==> src/rtl/core/one_bit_bitmap_fit_scaler_unit_assert.svh <==
// Assertion macros shared by the scaler top and divider RTL files.
`ifndef ONE_BIT_BITMAP_FIT_SCALER_UNIT_ASSERT_SVH
`define ONE_BIT_BITMAP_FIT_SCALER_UNIT_ASSERT_SVH

// Same-cycle implication, checked on aclk outside reset.
`define OFS_ASSERT_IMP(lbl, ante, cons, msg) \
    lbl: assert property (@(posedge aclk) disable iff (!aresetn) (ante) |-> (cons)) \
        else $error(msg);

// Next-cycle implication, checked on aclk outside reset.
`define OFS_ASSERT_NXT(lbl, ante, cons, msg) \
    lbl: assert property (@(posedge aclk) disable iff (!aresetn) (ante) |=> (cons)) \
        else $error(msg);

`endif

==> src/rtl/core/ofs_pkg.sv <==
// Shared constants, codes and types for the 1bpp fit scaler.
`timescale 1ns / 1ps
`default_nettype none

package ofs_pkg;

    // Default sizes.
    localparam int SOURCE_BYTES_DEF = 8192;
    localparam int DIM_BITS_DEF     = 10;

    // Field widths.
    localparam int ADDR_W   = 13;
    localparam int BYTE_W   = 8;
    localparam int FIELD_W  = 10;
    localparam int COL_W    = 7;
    localparam int BIT_W    = 3;
    localparam int STATUS_W = 2;

    // Pixel packing.
    localparam int             PIX_PER_BYTE = 8;
    localparam logic [BIT_W-1:0] LAST_BIT   = 3'd7;
    localparam logic [BYTE_W-1:0] BLANK_BYTE = 8'hFF;

    // Stream word layout.
    localparam int S_TDATA_W = 40;
    localparam int S_TUSER_W = 1;
    localparam int M_TDATA_W = 32;
    localparam int M_TUSER_W = STATUS_W;
    localparam int SA_LSB    = 0;
    localparam int SD_LSB    = SA_LSB + ADDR_W;
    localparam int DR_LSB    = SD_LSB + BYTE_W;
    localparam int DC_LSB    = DR_LSB + FIELD_W;
    localparam int M_PAD_W   = M_TDATA_W - BYTE_W - 2 * FIELD_W;

    // Commands.
    localparam logic CMD_WRITE = 1'b0;
    localparam logic CMD_FETCH = 1'b1;

    // Result status codes.
    localparam logic [STATUS_W-1:0] ST_OK      = 2'd0;
    localparam logic [STATUS_W-1:0] ST_INVALID = 2'd1;
    localparam logic [STATUS_W-1:0] ST_OUTSIDE = 2'd2;

    // Register indexes.
    localparam int REG_IDX_W = 2;
    localparam logic [REG_IDX_W-1:0] REG_SRC_W = 2'd0;
    localparam logic [REG_IDX_W-1:0] REG_SRC_H = 2'd1;
    localparam logic [REG_IDX_W-1:0] REG_BOX_W = 2'd2;
    localparam logic [REG_IDX_W-1:0] REG_BOX_H = 2'd3;

    // Divider status seen by the sequencer.
    typedef struct packed {
        logic busy;
        logic done;
    } div_stat_t;

endpackage

`default_nettype wire

==> src/rtl/core/ofs_div.sv <==
// Serial restoring divider, one quotient bit per cycle.
`timescale 1ns / 1ps
`default_nettype none
`include "one_bit_bitmap_fit_scaler_unit_assert.svh"

module ofs_div #(
    parameter int NUM_W = 20,
    parameter int DEN_W = 10
) (
    input  logic                  aclk,
    input  logic                  aresetn,
    input  logic                  start,
    input  logic [NUM_W-1:0]      num,
    input  logic [DEN_W-1:0]      den,
    output logic [NUM_W-1:0]      quo,
    output logic [DEN_W-1:0]      rem,
    output ofs_pkg::div_stat_t    stat
);
    import ofs_pkg::*;

    localparam int CNT_W = $clog2(NUM_W + 1);

    logic             busy_reg, busy_next;
    logic             done_reg, done_next;
    logic [CNT_W-1:0] cnt_reg, cnt_next;
    logic [NUM_W-1:0] quo_reg, quo_next;
    logic [DEN_W-1:0] rem_reg, rem_next;
    logic [DEN_W-1:0] den_reg, den_next;
    logic [DEN_W:0]   shifted;
    logic [DEN_W:0]   diff;
    logic             ge;

    // Trial subtraction of the divisor from the shifted partial remainder.
    assign shifted = {rem_reg, quo_reg[NUM_W-1]};
    assign diff    = shifted - {1'b0, den_reg};
    assign ge      = (shifted >= {1'b0, den_reg});

    // Iteration control.
    always_comb begin
        busy_next = busy_reg;
        done_next = 1'b0;
        cnt_next  = cnt_reg;
        quo_next  = quo_reg;
        rem_next  = rem_reg;
        den_next  = den_reg;
        if (start) begin
            busy_next = 1'b1;
            cnt_next  = CNT_W'(NUM_W);
            quo_next  = num;
            rem_next  = '0;
            den_next  = den;
        end else if (busy_reg) begin
            rem_next = ge ? diff[DEN_W-1:0] : shifted[DEN_W-1:0];
            quo_next = {quo_reg[NUM_W-2:0], ge};
            cnt_next = cnt_reg - 1'b1;
            if (cnt_reg == CNT_W'(1)) begin
                busy_next = 1'b0;
                done_next = 1'b1;
            end
        end
    end

    // Control state is reset; the datapath is not.
    always_ff @(posedge aclk) begin
        if (!aresetn) begin
            busy_reg <= 1'b0;
            done_reg <= 1'b0;
            cnt_reg  <= '0;
        end else begin
            busy_reg <= busy_next;
            done_reg <= done_next;
            cnt_reg  <= cnt_next;
        end
    end

    always_ff @(posedge aclk) begin
        quo_reg <= quo_next;
        rem_reg <= rem_next;
        den_reg <= den_next;
    end

    assign quo       = quo_reg;
    assign rem       = rem_reg;
    assign stat.busy = busy_reg;
    assign stat.done = done_reg;

    // A new division starts only once the previous one has finished.
    `OFS_ASSERT_IMP(a_div_start_idle, start, !busy_reg, "divider started while busy")
    // The partial remainder always stays below the divisor.
    `OFS_ASSERT_IMP(a_div_rem_bound, busy_reg, rem_reg < den_reg, "remainder out of range")

endmodule

`default_nettype wire

==> config.mk <==
export PLATFORM = sky130hd
export DESIGN_NAME = ofs_div
export DESIGN_NICKNAME = d
export VERILOG_FILES = /design/src/rtl/core/ofs_pkg.sv /design/src/rtl/core/ofs_div.sv
export VERILOG_INCLUDE_DIRS = /design/src /design/src/rtl/core
export SDC_FILE = /design/constraint.sdc
export NUM_CORES = 1
export LEC_CHECK = 0
export CAP_MARGIN = 20
export CORE_AREA = 3 3 120 76
export DETAILED_ROUTE_END_ITERATION = 16
export DIE_AREA = 0 0 123 79
export DONT_BUFFER_PORTS = 1
export SYNTH_ARGS = -nofsm -noshare
export SYNTH_HDL_FRONTEND = slang
export SYNTH_SLANG_ARGS = --single-unit
==> constraint.sdc <==
create_clock -name aclk -period 2.4 [get_ports aclk]
set_input_delay 0.24 -clock aclk [delete_from_list [all_inputs] [get_ports aclk]]
set_output_delay 0.24 -clock aclk [all_outputs]
set_load 0.01 [all_outputs]
### Word-level counts from Yosys, hierarchy flattened

Cells that the tools add are included.

* reductions and logical operators: 3
* bitwise operators: 2
* multiplexer cells: 9
* add/subtract/negate cells: 2
* magnitude comparators: 1
* equality and inequality tests: 1

Operators with widths (number)
* 20-bit two-way mux: 2
* 11-bit by 10-bit greater-or-equal comparator with 1-bit output: 1
* 10-bit two-way mux: 1
* 5-bit two-way mux: 2
* 10-bit subtractor: 1
* 5-bit by 1-bit equality test with 1-bit output, second input constant: 1
* 5-bit by 1-bit subtractor with 5-bit output, second input constant: 1
* 1-bit two-way mux: 4
* 3-bit OR reduction: 1
* 1-bit NOT: 2
* 2-bit nonzero test: 1
* 2-bit OR reduction: 1

* word-level logic and storage cells: 25
* output and inout port bits: 32
* bits of input ports: 33
* bits in registers: 47

### Depth between registers and ports, before layout

* depth after elaboration: 4
* depth in mapped cells: 10
* depth with buffers taken out: 10

### Least setup slack after synthesis

OpenSTA, ideal clock, no wires.

* path type: register to register
* start: reg quo_reg[19], in the netlist quo[19]
* end: reg rem_reg[8], in the netlist rem[8]
* setup time: 0.124 ns
* stages on the path, launching flop included: 11
* arrival time: 2.010 ns
* required time: 2.276 ns
* period minus slack after synthesis: 2.134 ns
* path buffers: 0
* path slack: 0.266 ns
* cells stage by stage: edfxtp_1 -> inv_1 -> ha_1 -> inv_1 -> fa_1 -> a211oi_1 -> nor2_1 -> o22ai_1 -> xor2_1 -> nand3_1 -> o311a_2

* cells in the longest elaborated chain, start to end: 2
* elaborated cells between the ends (all ways): 3
* those cells by class: 1 x add/sub; 1 x order compare; 1 x mux

Ends and longest elaborated chain
* from (decl): RTL line ofs_div.sv:26 `logic [NUM_W-1:0] quo_reg, quo_next;`
* from (signal assigned): RTL line ofs_div.sv:77 `quo_reg <= quo_next;`
* 10-bit subtractor / 11-bit by 10-bit greater-or-equal comparator with 1-bit output (equally long branches): RTL line ofs_div.sv:35, ofs_div.sv:36
* 10-bit two-way mux (*): RTL line ofs_div.sv:53 `rem_next = ge ? diff[DEN_W-1:0] : shifted[DEN_W-1:0];`
* to (signal assigned): RTL line ofs_div.sv:78 `rem_reg <= rem_next;`
* to (decl): RTL line ofs_div.sv:27 `logic [DEN_W-1:0] rem_reg, rem_next;`

Every way passes the cells marked *; elsewhere a longest branch is shown, timed or not.
A chain may end at the register's enable or synchronous reset.

### Worst setup path after layout

Ends and elaborated chain as after synthesis.

==> results.tsv <==
stage	metric	value	unit
sta	min_period	2290	ps
synth	yosysTopAreaCell	edfxtp_1	
grt	grt_pass1_vias	1545	
synth	synth-edff-count	30	
drt	drc	0	
sta	report.final.setup_viol	0	
layout	drive_above_1_share	0.233	
worst_hold_path	holdPathEnd	rem[4]$_SDFFE_PP0P_	
grt	grt_pass1_wl	8200	um
synth	yosysSeqAreaShare	0.520	
worst_hold_path	hp-class	primary input to flip-flop	
synth	synthCells	202	
synth	synth_area	2390	um^2
clock_network	cts_buffers	5	
floorplanning	die_area	9720	um^2
power_and_ir_drop	seqPwrFrac	0.438	
synth	ys_top_cells_by_area	edfxtp_1 (38%), dfxtp_1 (14%), mux2_2 (9.4%)	
synth	ys.warnings.count	0	
clock_network	clkSinkCount	47	
clock_network	clock_latency	290	ps
floorplanning	die_height	79	um
drt	wl_per_cell	16.5	um
grt	overflow	0	
job	timing.max_cap.violations	0	
floorplanning	rows	25	
synth	syn_nets	248	
critical_path	start_kind	flip-flop	
floorplanning	io-pin-count	65	
sta	setup_ws	105	ps
layout	area_growth	16.0	%
clock_network	cts_htree_levels	2	
layout	nFillCells	799	
power_and_ir_drop	power.density	835	nW/um^2
synth	synth_most_common_cell	edfxtp_1	
drt	drtIter0Drc	125	
place	globalplace.congestion	0.821	
layout	largest_reg_flops	20	
critical_path	slowest_stage	fa_1	
place	place_inst	315	
critical_path	crit_type	flip-flop to flip-flop	
critical_path	worstPathRequired	2580	ps
floorplanning	start_util	0.302	
layout	antenna_cells	0	
synth	async_reset_ff_frac	0	
grt	antenna_found_initial	0	
layout	finalCoreUtilization	0.350	
run_status	status	complete, no violations	
drt	first_pass_iters	4	
sta	clock_skew	5.43	ps
critical_path	cp.arrival	2470	ps
sta	drv_slew	0	
synth	synth_commonest_cells	edfxtp_1 (30), mux2_2 (20), dfxtp_1 (17)	
layout	nets	260	
sta	clock.fmax	0.436	GHz
grt	grtUsageTotal	0.113	
critical_path	reg2reg_slack	110	ps
place	io_buffers	0	
power_and_ir_drop	power.internal	1.73	mW
drt	viasPerCell	4.92	
critical_path	cpPeakStageDelay	440	ps
drt	vias	1590	
worst_hold_path	hold_path_depth	1	
sta	fin_hold_ws	24.0	ps
place	hpwl	3810	um
floorplanning	die-width	123	um
floorplanning	core	7910	um^2
power_and_ir_drop	vdd_drop_max	0.262	mV
grt	grt_max_degree	43	
layout	layout.cells.non_filler	323	
clock_network	cts_buffer_depth	2	
synth	synth-seq-cells	47	
critical_path	r2r-end	rem[8]$_SDFFE_PP0P_	
critical_path	cp-end-kind	flip-flop	
critical_path	cp_max_fo	3	
clock_network	path_clk_slew	60	ps
critical_path	crit_top_cell	inv_1	
power_and_ir_drop	pwr-share-comb	0.175	
critical_path	worstPathCellList	inv_1, ha_1, inv_1, fa_1, a211oi_2, nor2_1, o22ai_1, xor2_1, nand3_1, o311a_2	
synth	synth_cell_types	41	
critical_path	r2r_start	quo[19]$_DFFE_PP_	
power_and_ir_drop	power.switching	0.578	mW
place	post-place-ws	91.4	ps
power_and_ir_drop	clkPwrFrac	0.387	
sta	tightest_slew	443	ps
sta	slew_headroom	0.703	
critical_path	reg2reg_depth	10	
synth	avgSynthCellArea	11.8	um^2
sta	finalSetupTns	0	ps
synth	synthFlopType	edfxtp_1	
drt	ant_nets	0	
sta	layout_worst_path_cycle_share	0.956	
synth	synth.top_cell.area_share	0.377	
drt	finalWirelength	5340	um
clock_network	ctsHoldBuffers	0	
clock_network	cts_tree	built	
power_and_ir_drop	leakage	1.10	nW
sta	hold_violations	0	
power_and_ir_drop	switching_share	0.250	
worst_hold_path	min_from	start	
clock_network	root_buffer	clkbuf_16	
worst max-delay path, delay by kind of cell (launching register included):
kind / cells / cell delay, ps
buf+inv: 2 / 130
compound gates: 3 / 670
flops: 1 / 380
simple gates: 2 / 210
xor+xnor: 1 / 180
fa+ha+maj: 2 / 610
layout by cell type (no fill, tap or decap), types with 4 or more instances in the layout:
master and count:
nor3_1 4, a21oi_1 4, nand3_1 6, buf_4 13
dfxtp_1 17, a211oi_1 7, edfxtp_1 30, nand2_1 9
xnor2_1 5, inv_1 15, o22ai_1 4, ha_1 12
nor2b_1 4, xor2_1 6, a21o_1 4, mux2i_1 4
clkbuf_16 5, nor2_1 16, mux2_2 20
routing by layer:
metal | global-route usage | wire length (um) | vias to the layer above
met5 | 0 | 0 | -
met2 | 0.155 | 2270 | 56
met4 | 0.0464 | 103 | 0
met3 | 0.0441 | 428 | 12
li1 | - | - | 763
met1 | 0.158 | 2530 | 759
final cells by class:
cell class | count | area [um^2] | share of cell area
clock buffer | 6 | 129 | 0.0465
clock inverter | 2 | 60.1 | 0.0217
inverter | 15 | 56.3 | 0.0203
multi-input combinational | 132 | 1050 | 0.379
sequential | 47 | 1240 | 0.448
tap | 108 | 135 | 0.0488
timing repair buffer | 13 | 97.6 | 0.0352
repair_timing:
item	in CTS	in global routing
setup endpoints to repair	0	2
setup buffers	0	0
resized for setup	0	1
cell families (layout without fill, tap and decap cells):
group	Yosys count	count (layout)	synth area share
muxes	24	24	0.111
AOI/OAI and AO/OA	37	37	0.118
DFF	47	47	0.520
adders and majority gates	13	13	0.0712
xor gates and xnor gates	11	11	0.0403
and+or+nand+nor	47	47	0.0974
buffers and inverters	23	36	0.0424
power by group through the flow:
stage / sequential, mW / clock, mW / combinational [mW]
detailed placement: 1.03 / 0 / 0.398
global placement: 1.03 / 0 / 0.394
global route: 1.02 / 0.966 / 0.449
floorplan: 1.03 / 0 / 0.292
finish: 1.01 / 0.896 / 0.404
CTS: 1.02 / 0.934 / 0.402
stage by stage:
step	total power, mW	instance area, um^2
detailed placement	1.43	2580
CTS	2.35	2770
global route	2.44	2770
floorplan	1.33	2390
global placement	1.42	2580
finish	2.31	2770
worst max path at each step:
stage / start / end
after floorplan: quo[19]$_DFFE_PP_ / rem[8]$_SDFFE_PP0P_
after CTS: quo[19]$_DFFE_PP_ / rem[8]$_SDFFE_PP0P_
after global routing: quo[19]$_DFFE_PP_ / rem[8]$_SDFFE_PP0P_
after detailed placement: quo[19]$_DFFE_PP_ / rem[8]$_SDFFE_PP0P_
final: quo[19]$_DFFE_PP_ / rem[8]$_SDFFE_PP0P_
after global placement: quo[19]$_DFFE_PP_ / rem[8]$_SDFFE_PP0P_
(Power assumes the default switching activity.)
